[config.mk]
export PLATFORM = sky130hd
export DESIGN_NAME = hiqs_butterfly
export DESIGN_NICKNAME = d
export VERILOG_FILES = /design/src/rtl/hiqs_pkg.sv /design/src/rtl/hiqs_butterfly.sv
export SDC_FILE = /design/constraint.sdc
export NUM_CORES = 1
export LEC_CHECK = 0
export ABC_AREA = 1
export BUFFER_PORTS_ARGS = -buffer_cell sky130_fd_sc_hd__buf_2
export CORE_MARGIN = 5
export CORE_UTILIZATION = 45
export DETAILED_ROUTE_END_ITERATION = 10
export SYNTH_ARGS = -nofsm -noshare
export SYNTH_HDL_FRONTEND = slang
export SYNTH_SLANG_ARGS = --single-unit
export TNS_END_PERCENT = 50
[constraint.sdc]
create_clock -name clock -period 4.85 [get_ports clock]
set_clock_uncertainty 0.15 [all_clocks]
set_input_delay 0.2425 -clock clock [delete_from_list [all_inputs] [get_ports clock]]
set_output_delay 0.2425 -clock clock [all_outputs]
set_load 0.1 [all_outputs]
[src/rtl/hiqs_pkg.sv]
// Shared types and constants for the Haar inverse quad shrink unit.
// No dependencies; imported by every module of the block.
`timescale 1ns / 1ps
`default_nettype none

package hiqs_pkg;

   // Detail shrink modes as held in the mode register.
   typedef enum logic [1:0] {
      SHRINK_NONE    = 2'd0,
      SHRINK_HARD    = 2'd1,
      SHRINK_SOFT    = 2'd2,
      SHRINK_GARROTE = 2'd3
   } shrink_mode_type;

   // Register indexes on the configuration port.
   localparam int unsigned REG_MODE      = 0;
   localparam int unsigned REG_THRESHOLD = 1;

   // Threshold value after reset (50.0 in Q15.4).
   localparam int unsigned THR_RESET = 800;

endpackage

`default_nettype wire

[src/rtl/hiqs_butterfly.sv]
// Merging stage: signed butterfly of the approximation and three shrunk
// details into four pixels, held in the output register. Uses hiqs_pkg.
`timescale 1ns / 1ps
`default_nettype none

module hiqs_butterfly
   import hiqs_pkg::*;
#(
   parameter int COEF_BITS = 20
) (
   input  wire                             clock,
   input  wire                             load,
   input  wire  signed [COEF_BITS-1:0]     c,
   input  wire  signed [COEF_BITS-1:0]     h,
   input  wire  signed [COEF_BITS-1:0]     v,
   input  wire  signed [COEF_BITS-1:0]     d,
   output logic signed [COEF_BITS+1:0]     top_left,
   output logic signed [COEF_BITS+1:0]     top_right,
   output logic signed [COEF_BITS+1:0]     bottom_left,
   output logic signed [COEF_BITS+1:0]     bottom_right
);

   localparam int OW = COEF_BITS + 2;

   logic signed [OW-1:0] ce, he, ve, de;
   logic signed [OW-1:0] tl_ff, tr_ff, bl_ff, br_ff;

   assign ce = OW'(c);
   assign he = OW'(h);
   assign ve = OW'(v);
   assign de = OW'(d);

   // The raw sum is the pixel with one more fraction bit, so no rounding.
   always_ff @(posedge clock) begin
      if (load) begin
         tl_ff <= ce + he + ve + de;
         tr_ff <= ce - he + ve - de;
         bl_ff <= ce + he - ve - de;
         br_ff <= ce - he - ve + de;
      end
   end

   assign top_left     = tl_ff;
   assign top_right    = tr_ff;
   assign bottom_left  = bl_ff;
   assign bottom_right = br_ff;

endmodule

`default_nettype wire

==> impl_metrics.env <==
export IMPL_outcome="complete, no violations"
export IMPL_grt_pass1_vias=11300
export IMPL_grt_pass1_wl_um=59800
export IMPL_rsz0062_at_grt="false"
export IMPL_worstMarginPinSlew_ns=0.689
export IMPL_min_path_cells=2
export IMPL_synthArstFlopShare_pct=0
export IMPL_vias=11400
export IMPL_synthMostInstantiatedCell="nand2_1"
export IMPL_dp_hpwl_um=33500
export IMPL_avgRoutedWirePerCell_um=16.8
export IMPL_grt_antenna_before_repair=0
export IMPL_ctsResizeCount=0
export IMPL_setup_viol=0
export IMPL_fp_dieH_um=176
export IMPL_cts_buffers=9
export IMPL_drc=0
export IMPL_finalCritPeriodShare_pct=82.8
export IMPL_rows=60
export IMPL_routed_wl_um=38300
export IMPL_cp_max_fo=5
export IMPL_cts_sinks=88
export IMPL_gp_congestion=0.990
export IMPL_drive_gt1_share_pct=10.1
export IMPL_period_minus_slack_ns=4.02
export IMPL_num_antenna_cells=0
export IMPL_critical_path_endpoint="top_right[19]"
export IMPL_yosysTopAreaCellShare_pct=21.4
export IMPL_dp_cells=2257
export IMPL_cp_data_arrival_time_ns=3.98
export IMPL_power_w=0.00879
export IMPL_startpoint="c[0]"
export IMPL_portBuffers=169
export IMPL_synth_edff_count=88
export IMPL_area_growth_pct=12.0
export IMPL_final_hold_violation_count=0
export IMPL_synth_warnings=0
export IMPL_syn_area_um2=12400
export IMPL_ir_drop_mv=0.441
export IMPL_hold_buffers=0
export IMPL_yosys_top_cells_count="nand2_1, inv_1, nor2_1, ha_1, nand3_1"
export IMPL_ys_ff_latch=88
export IMPL_drtIter0Drc=664
export IMPL_end_kind="flip-flop"
export IMPL_htreeDepth=3
export IMPL_first_pass_iters=5
export IMPL_grt_usage_pct=24.8
export IMPL_grt_max_degree=46
export IMPL_synthFlopType="edfxtp_1"
export IMPL_post_cts_buffers=0
export IMPL_yosysSeqAreaShare_pct=21.4
export IMPL_setup_worst_path_class="in -> reg"
export IMPL_start_util_pct=45.8
export IMPL_synth_cell_types=27
export IMPL_drtAntennaViolNets=0
export IMPL_syn_nets=2058
export IMPL_routed_via_density=5.00
export IMPL_core_area_um2=27000
export IMPL_clockRootBuffer="clkbuf_16"
export IMPL_maxSlewViolCount=0
export IMPL_fp_dieW_um=176
export IMPL_maxCapViolCount=0
export IMPL_hold_path_class="in -> reg"
export IMPL_synth_top_cell_by_area="edfxtp_1"
export IMPL_max_freq_mhz=249
export IMPL_cts_buffer_depth=2
export IMPL_start_kind="input pin"
export IMPL_synth_area_top_cells="edfxtp_1, nand2_1, fa_1"
export IMPL_required_ns=4.82
export IMPL_fin_setup_tns_ns=0
export IMPL_io_pins=170
export IMPL_path_clk_slew_ns=0.07
export IMPL_p_leak_nw=7.50
export IMPL_final_nets=2222
export IMPL_pwr_density_cell_nw_per_um2=635
export IMPL_finalNonFillerCells=2273
export IMPL_cts_tree="built"
export IMPL_slew_headroom_pct=53.9
export IMPL_postSynthCellCount=1763
export IMPL_die_area_um2=30900
export IMPL_avgSynthCellArea_um2=7.01
export IMPL_overflow=0
-- worst min path at each step --
stage          startpoint               to  slack [ns]
2_1_floorplan        load   bottom_left[0]        0.20
3_3_place_gp         d[0]  bottom_right[0]        0.49
3_5_place_dp         v[0]     top_right[0]        0.48
4_1_cts              v[0]     top_right[0]        0.12
5_1_grt              v[0]     top_right[0]        0.15
6_report             v[0]     top_right[0]        0.13
-- cells by family (layout without fill, tap and decap cells) --
group	count (synthesis)	count (layout)	synth area share, %
AOI/OAI and AO/OA	119	119	5.30
buffers and inverters	345	514	10.7
adders and majority gates	213	213	26.8
xor gates and xnor gates	71	71	5.03
and+or+nand+nor	927	927	30.7
DFF	88	88	21.4
-- metal layers --
| layer | track usage, % | routed length [um] | vias to the layer above |
|---|---|---|---|
| li1 | - | - | 5783 |
| met1 | 31.7 | 16700 | 5191 |
| met2 | 43.2 | 18200 | 330 |
| met3 | 3.10 | 1940 | 67 |
| met4 | 8.97 | 1480 | 0 |
| met5 | 0 | 0 | - |
-- final cells by class --
type,count,area [um^2]
well taps,341,427
repair buffers,170,856
fillers,2820,13200
clock inverters,6,68.8
multi-input cells,1330,8400
clock buffers,10,229
inverters,328,1230
flip-flops and latches,88,2640
-- state kept, by name, summed over array words and instances (netlist names) --
register and count:
bottom_left 22, top_right 22, bottom_right 22, top_left 22
-- critical path, cell delays in order --
cell	delay, ns
buf_2	0.09
inv_1	0.04
ha_1	0.21
fa_1	0.41
inv_1	0.14
nand3_1	0.09
nand3_1	0.22
nand2_1	0.08
nand2_1	0.15
nand2_1	0.07
nand2_1	0.08
xor2_1	0.34
fa_1	0.53
ha_1	0.42
nand2_1	0.14
inv_1	0.09
nand2_1	0.10
nor3_1	0.22
nand3_1	0.15
nand4_1	0.12
nand2_1	0.06
-- layout by cell type (no fill, tap or decap), types with 2 or more instances in the layout --
cell / synthesis / layout
nand2_1: 596 / 596
buf_2: 13 / 168
o21ai_0: 13 / 13
a21o_1: 5 / 5
clkinv_4: 0 / 2
xnor2_1: 21 / 21
o21bai_1: 18 / 18
nor3_1: 9 / 9
a21oi_1: 81 / 81
fa_1: 87 / 87
nor4_1: 7 / 7
nand3_2: 3 / 3
edfxtp_1: 88 / 88
nand3_1: 111 / 111
nand3b_1: 11 / 11
xor2_1: 50 / 50
nor2_2: 4 / 4
and2_1: 9 / 9
nand4_1: 21 / 21
inv_1: 327 / 327
nor2_1: 153 / 153
ha_1: 126 / 126
a31oi_1: 2 / 2
buf_4: 4 / 2
clkbuf_16: 0 / 9
-- metrics by stage --
stage / instance area (um^2) / setup slack (ns) / hold slack (ns) / util, %
after floorplan: 12400 / 1.34 / 0.205 / -
after global placement: 13600 / 0.511 / 0.489 / 50.2
after detailed placement: 13600 / 0.526 / 0.484 / 50.2
after CTS: 13900 / 0.890 / 0.119 / 51.3
after global routing: 13900 / 0.569 / 0.146 / 51.3
final: 13900 / 0.835 / 0.129 / 51.3
-- report_power, final --
part           internal, W  switching, W  total [W]  leakage, nW
Combinational      0.00153       0.00509    0.00662         6.50
Clock             0.000403      0.000324   0.000727        0.143
Sequential         0.00137     0.0000807    0.00145        0.860
No activity file was read; power rests on OpenSTA's default activity.
