**src/rtl/hiqs_pkg.sv**
```systemverilog
// Shared types and constants for the Haar inverse quad shrink unit.
// No dependencies; imported by every module of the block.
`timescale 1ns / 1ps
`default_nettype none

package hiqs_pkg;

   // Detail shrink modes as held in the mode register.
   typedef enum logic [1:0] {
      SHRINK_NONE    = 2'd0,
      SHRINK_HARD    = 2'd1,
      SHRINK_SOFT    = 2'd2,
      SHRINK_GARROTE = 2'd3
   } shrink_mode_type;

   // Register indexes on the configuration port.
   localparam int unsigned REG_MODE      = 0;
   localparam int unsigned REG_THRESHOLD = 1;

   // Threshold value after reset (50.0 in Q15.4).
   localparam int unsigned THR_RESET = 800;

endpackage

`default_nettype wire

```
**src/rtl/hiqs_shrink_lane.sv**
```systemverilog
// One detail lane: magnitude capture, pipelined restoring divider for the
// garrote quotient and the final shrink select. Depends on hiqs_pkg.
`timescale 1ns / 1ps
`default_nettype none

module hiqs_shrink_lane
   import hiqs_pkg::*;
#(
   parameter int COEF_BITS = 20
) (
   input  wire                             clock,
   input  wire  [COEF_BITS:0]              adv,
   input  wire  signed [COEF_BITS-1:0]     detail,
   input  shrink_mode_type                 mode,
   input  wire  [COEF_BITS-2:0]            thr,
   input  wire  [2*COEF_BITS-3:0]          thr_sq,
   output logic signed [COEF_BITS-1:0]     shrunk
);

   localparam int TW = COEF_BITS - 1;
   localparam int SW = 2 * TW;

   // Per-stage payload: stage 0 is the capture, 1..TW the divider steps.
   logic signed [COEF_BITS-1:0] x_ff     [0:TW];
   logic        [COEF_BITS-1:0] mag_ff   [0:TW];
   logic                        neg_ff   [0:TW];
   logic                        small_ff [0:TW];
   logic        [COEF_BITS-1:0] rem_ff   [1:TW];
   logic        [TW-1:0]        quo_ff   [1:TW];
   logic signed [COEF_BITS-1:0] shrunk_ff;

   logic        [COEF_BITS-1:0] mag_in;
   logic signed [COEF_BITS-1:0] res_in;
   logic        [COEF_BITS-1:0] res_mag;

   // Capture the detail with its sign and magnitude.
   assign mag_in = detail[COEF_BITS-1] ? COEF_BITS'(-detail) : COEF_BITS'(detail);

   always_ff @(posedge clock) begin
      if (adv[0]) begin
         x_ff[0]     <= detail;
         mag_ff[0]   <= mag_in;
         neg_ff[0]   <= detail[COEF_BITS-1];
         small_ff[0] <= mag_in <= COEF_BITS'(thr);
      end
   end

   // One quotient bit per stage. The quotient is below the threshold, so the
   // partial remainder starts from the upper half of the squared threshold.
   for (genvar j = 1; j <= TW; j++) begin : g_div
      logic [COEF_BITS-1:0] rem_prev;
      logic [TW-1:0]        quo_prev;
      logic [COEF_BITS:0]   trial;
      logic                 fits;

      if (j == 1) begin : g_first
         assign rem_prev = COEF_BITS'(thr_sq[SW-1:TW]);
         assign quo_prev = '0;
      end else begin : g_next
         assign rem_prev = rem_ff[j-1];
         assign quo_prev = quo_ff[j-1];
      end

      assign trial = {rem_prev, thr_sq[TW-j]};
      assign fits  = trial >= {1'b0, mag_ff[j-1]};

      always_ff @(posedge clock) begin
         if (adv[j]) begin
            x_ff[j]     <= x_ff[j-1];
            mag_ff[j]   <= mag_ff[j-1];
            neg_ff[j]   <= neg_ff[j-1];
            small_ff[j] <= small_ff[j-1];
            rem_ff[j]   <= fits ? COEF_BITS'(trial - {1'b0, mag_ff[j-1]})
                                : trial[COEF_BITS-1:0];
            quo_ff[j]   <= {quo_prev[TW-2:0], fits};
         end
      end
   end

   // Final shrink by mode.
   always_comb begin
      res_mag = '0;
      res_in  = '0;
      case (mode)
         SHRINK_NONE: begin
            res_in = x_ff[TW];
         end
         SHRINK_HARD: begin
            res_in = small_ff[TW] ? '0 : x_ff[TW];
         end
         SHRINK_SOFT: begin
            res_mag = mag_ff[TW] - COEF_BITS'(thr);
            res_in  = small_ff[TW] ? '0 :
                      (neg_ff[TW] ? COEF_BITS'(-res_mag) : res_mag);
         end
         SHRINK_GARROTE: begin
            res_mag = mag_ff[TW] - COEF_BITS'(quo_ff[TW]);
            res_in  = small_ff[TW] ? '0 :
                      (neg_ff[TW] ? COEF_BITS'(-res_mag) : res_mag);
         end
         default: begin
            res_in = x_ff[TW];
         end
      endcase
   end

   always_ff @(posedge clock) begin
      if (adv[TW+1]) begin
         shrunk_ff <= res_in;
      end
   end

   assign shrunk = shrunk_ff;

endmodule

`default_nettype wire

```
**config.mk**
```make
export PLATFORM = sky130hd
export DESIGN_NAME = hiqs_shrink_lane
export DESIGN_NICKNAME = d
export VERILOG_FILES = /design/src/rtl/hiqs_pkg.sv /design/src/rtl/hiqs_shrink_lane.sv
export SDC_FILE = /design/constraint.sdc
export NUM_CORES = 2
export LEC_CHECK = 0
export ABC_AREA = 1
export BUFFER_PORTS_ARGS = -buffer_cell sky130_fd_sc_hd__buf_2
export CAP_MARGIN = 0
export CORE_MARGIN = 5
export CORE_UTILIZATION = 50
export CTS_CLUSTER_SIZE = 8
export DETAILED_ROUTE_END_ITERATION = 7
export PLACE_DENSITY = 0.68
export REMOVE_ABC_BUFFERS = 1
export SLEW_MARGIN = 20
export SYNTH_ARGS = -nofsm -noshare
export SYNTH_HDL_FRONTEND = slang
export SYNTH_SLANG_ARGS = --single-unit
```
**constraint.sdc**
```tcl
create_clock -name clock -period 2.7 [get_ports clock]
set_clock_uncertainty 0.1 [all_clocks]
set_input_delay 0 -clock clock [delete_from_list [all_inputs] [get_ports clock]]
set_output_delay 0 -clock clock [all_outputs]
set_load 0.02 [all_outputs]
```
==> results_dict.tcl <==
set metrics [dict create \
    outcome "finished, violations left" \
    violations "setup timing" \
    drt_pass1_iterations 5 \
    grt_pass1_vias 48700 \
    power_density_nw_per_um2 1030 \
    grt-ovfl-total 0 \
    clk_latency_ns 0.81 \
    slowest_stage "fa_2" \
    slew_violations 0 \
    finalInstanceArea_um2 84100 \
    end_kind "flip-flop" \
    synthArstFlopShare_pct 0 \
    place.gp.congestion 0.920 \
    coreArea_um2 139000 \
    grtUsageTotal_pct 23.1 \
    crit_path_max_incr_delay_ns 0.45 \
    ys.flop_type "edfxtp_1" \
    avgViaCountPerCell 5.31 \
    die_h_um 383 \
    rows 137 \
    cp_common_cell "nand3_2" \
    dr_total_vias 49033 \
    drtIter0Drc 3170 \
    cp-start-kind "flip-flop" \
    critPathBufInv 4 \
    grt-busiest-layer "met2" \
    numCtsBuffers 191 \
    wl_per_cell_um 18.7 \
    antenna_found_initial 0 \
    drc_errors 0 \
    pin_count 121 \
    synthTopCellsByArea "edfxtp_1, ha_1, nand2_1" \
    placed_area_um2 75700 \
    postSynthCellCount 6485 \
    met3_usage_pct 3.06 \
    crit_family "simple AND/OR/NAND/NOR gates" \
    finalSetupViolCount 14 \
    dieArea_um2 147000 \
    cts.path.max_buffers 3 \
    synth_cell_type_count 55 \
    finalCriticalPeriod_ns 2.98 \
    cp_data_required_time_ns 3.16 \
    hold_path.class "input port to flip-flop" \
    wirelength_mm 172 \
    synth.top_cells.by_count "edfxtp_1, nand2_1, inv_1" \
    drive_gt1_share_pct 16.0 \
    grt_max_degree 78 \
    num_antenna_cells 0 \
    relSlewSlack_pct 40.3 \
    hold_viol_final 0 \
    yosysMostFrequentCell "edfxtp_1" \
    h-tree-depth 4 \
    port_buffers 120 \
    cts_tree "yes" \
    start_util_pct 50.2 \
    dpl.hpwl_mm 130 \
    synth_edf_count 1370 \
    clock.fmax_mhz 335 \
    peakVddDrop_uv 758 \
    cts.sinks 1370 \
    cts.clk_slew.worst_paths_ns 0.05 \
    timing.final.crit_share_pct 110 \
    synth.top_cell.area_share_pct 59.0 \
    crit_chain "inv_4, ha_4, inv_4, fa_2, inv_2, ha_4, inv_2, nor2_1, nand3_1, nor2_2, nand3_2, nor2_4, nand2_4, nor2_4, nand4_1, nand2_1, nand2_1, nand3_2, nand3_2" \
    maxCapViolations 0 \
    final_nets 7900 \
    arrival_ns 3.44 \
    postSynthAreaPerCell_um2 10.8 \
    p_leak_uw 0.0349 \
    tightest_slew_ns 0.895 \
    cts_root_buffer "clkbuf_16" \
    crit_type "flip-flop to flip-flop" \
    fill_cells 11256 \
    ys_ff_latch 1370 \
    whs_ns 0.0219 \
    die_w_um 383 \
    rsz0062_at_grt "true" \
    syn-cell-area_um2 69700 \
    grt_pass1_wl_mm 268 \
    synth_top_area_cell "edfxtp_1" \
    antenna_left 0 \
    ys_seq_area_share_pct 59.0 \
    yosys_warnings 0 \
    finalWorstSetupSlack_ns -0.282 \
    area_growth_pct 20.6 \
    cp_max_fo 4 \
    grt_use_met1_pct 30.0 \
    met2_usage_pct 40.4 \
]
worst paths after layout:
| kind | from | endpoint | slack, ns | cells after the start |
|---|---|---|---|---|
| worst min-delay path | thr_sq[5] | rem_ff[0][280]$_DFFE_PP_ | 0.02 | 4 |
| worst max-delay path | mag_ff[4][60]$_DFFE_PP_ | shrunk[16]$_DFFE_PP_ | -0.28 | 19 |
| worst max register to register | mag_ff[4][60]$_DFFE_PP_ | shrunk[16]$_DFFE_PP_ | -0.28 | 19 |
| worst min register to register | x_ff[4][49]$_DFFE_PP_ | x_ff[4][69]$_DFFE_PP_ | 0.29 | 0 |
cells in the final DEF, fill, tap and decap left out, types with 41 or more instances in the layout:
cell,instances
xor2_1,133
o21ai_1,73
xnor2_1,152
a21oi_1,391
nand4_1,105
dlygate4sd3_1,132
nand3_1,209
nand3_2,41
buf_4,436
ha_1,402
a21oi_2,51
o21ai_0,406
nand2_1,1286
buf_2,115
edfxtp_1,1370
nand2_2,51
clkbuf_16,193
a31oi_1,43
nor3_1,84
nor2_1,277
nor4_1,61
inv_1,816
routing by layer:
| layer | vias to the layer above | wire length, um |
|---|---|---|
| li1 | 24451 | - |
| met1 | 23220 | 74400 |
| met2 | 1051 | 86400 |
| met3 | 311 | 6660 |
| met4 | 0 | 4900 |
| met5 | - | 0 |
flip-flops by register name (all words and copies together) (netlist names):
| name | flops |
|---|---|
| mag_ff | 396 |
| x_ff | 375 |
| small_ff | 20 |
| rem_ff | 360 |
| quo_ff | 190 |
| neg_ff | 9 |
| shrunk | 20 |
kinds of logic (layout without fill, tap and decap cells):
family / Yosys count / after routing / share of synthesized area [%]
AOI/OAI and AO/OA: 1200 / 1200 / 9.68
DFF: 1370 / 1370 / 59.0
adders and majority gates: 460 / 460 / 8.47
buffers and inverters: 916 / 1794 / 5.22
and+or+nand+nor: 2252 / 2252 / 14.0
xor gates and xnor gates: 287 / 287 / 3.60
final cells by class:
class,count,area (um^2),area share (%)
timing repair buffer,725,5950,7.08
multi-input combinational,4199,26200,31.1
clock buffer,197,4820,5.74
tap,1876,2350,2.79
inverter,852,3210,3.82
clock inverter,20,449,0.534
sequential,1370,41100,48.9
stage by stage:
stage	setup WS (ns)	setup TNS [ns]	power (uW)	cells	utilization [%]
global placement	-0.393	-3.74	63400	8813	54.4
global route	-0.483	-5.28	92600	9239	60.5
CTS	-0.296	-3.01	85900	9184	59.4
floorplan	-0.0778	-1.43	52100	6421	-
finish	-0.282	-2.68	86700	9239	60.5
detailed placement	-0.412	-4.71	63700	8813	54.4
power by group:
part	internal [uW]	leakage [uW]	switching (uW)
Combinational	13800	0.0190	19900
Clock	12800	0.00256	8620
Sequential	29100	0.0134	2410
tightest hold or removal path, delay by kind of cell:
kind	cells	cell delay, ns
AO/OA/AOI/OAI	1	0.07
buffers and inverters	2	0.63
AND/OR/NAND/NOR	1	0.06
what timing repair did:
item / in CTS / in global routing
setup endpoints to repair: 35 / 252
buffers inserted: 22 / 59
resized for setup: 64 / 275
cloned: 0 / 1
endpoints found under the hold margin: 1487 / 0
hold buffers: 132 / 0
pin swaps: 36 / 103
No activity file was read; power rests on OpenSTA's default activity.
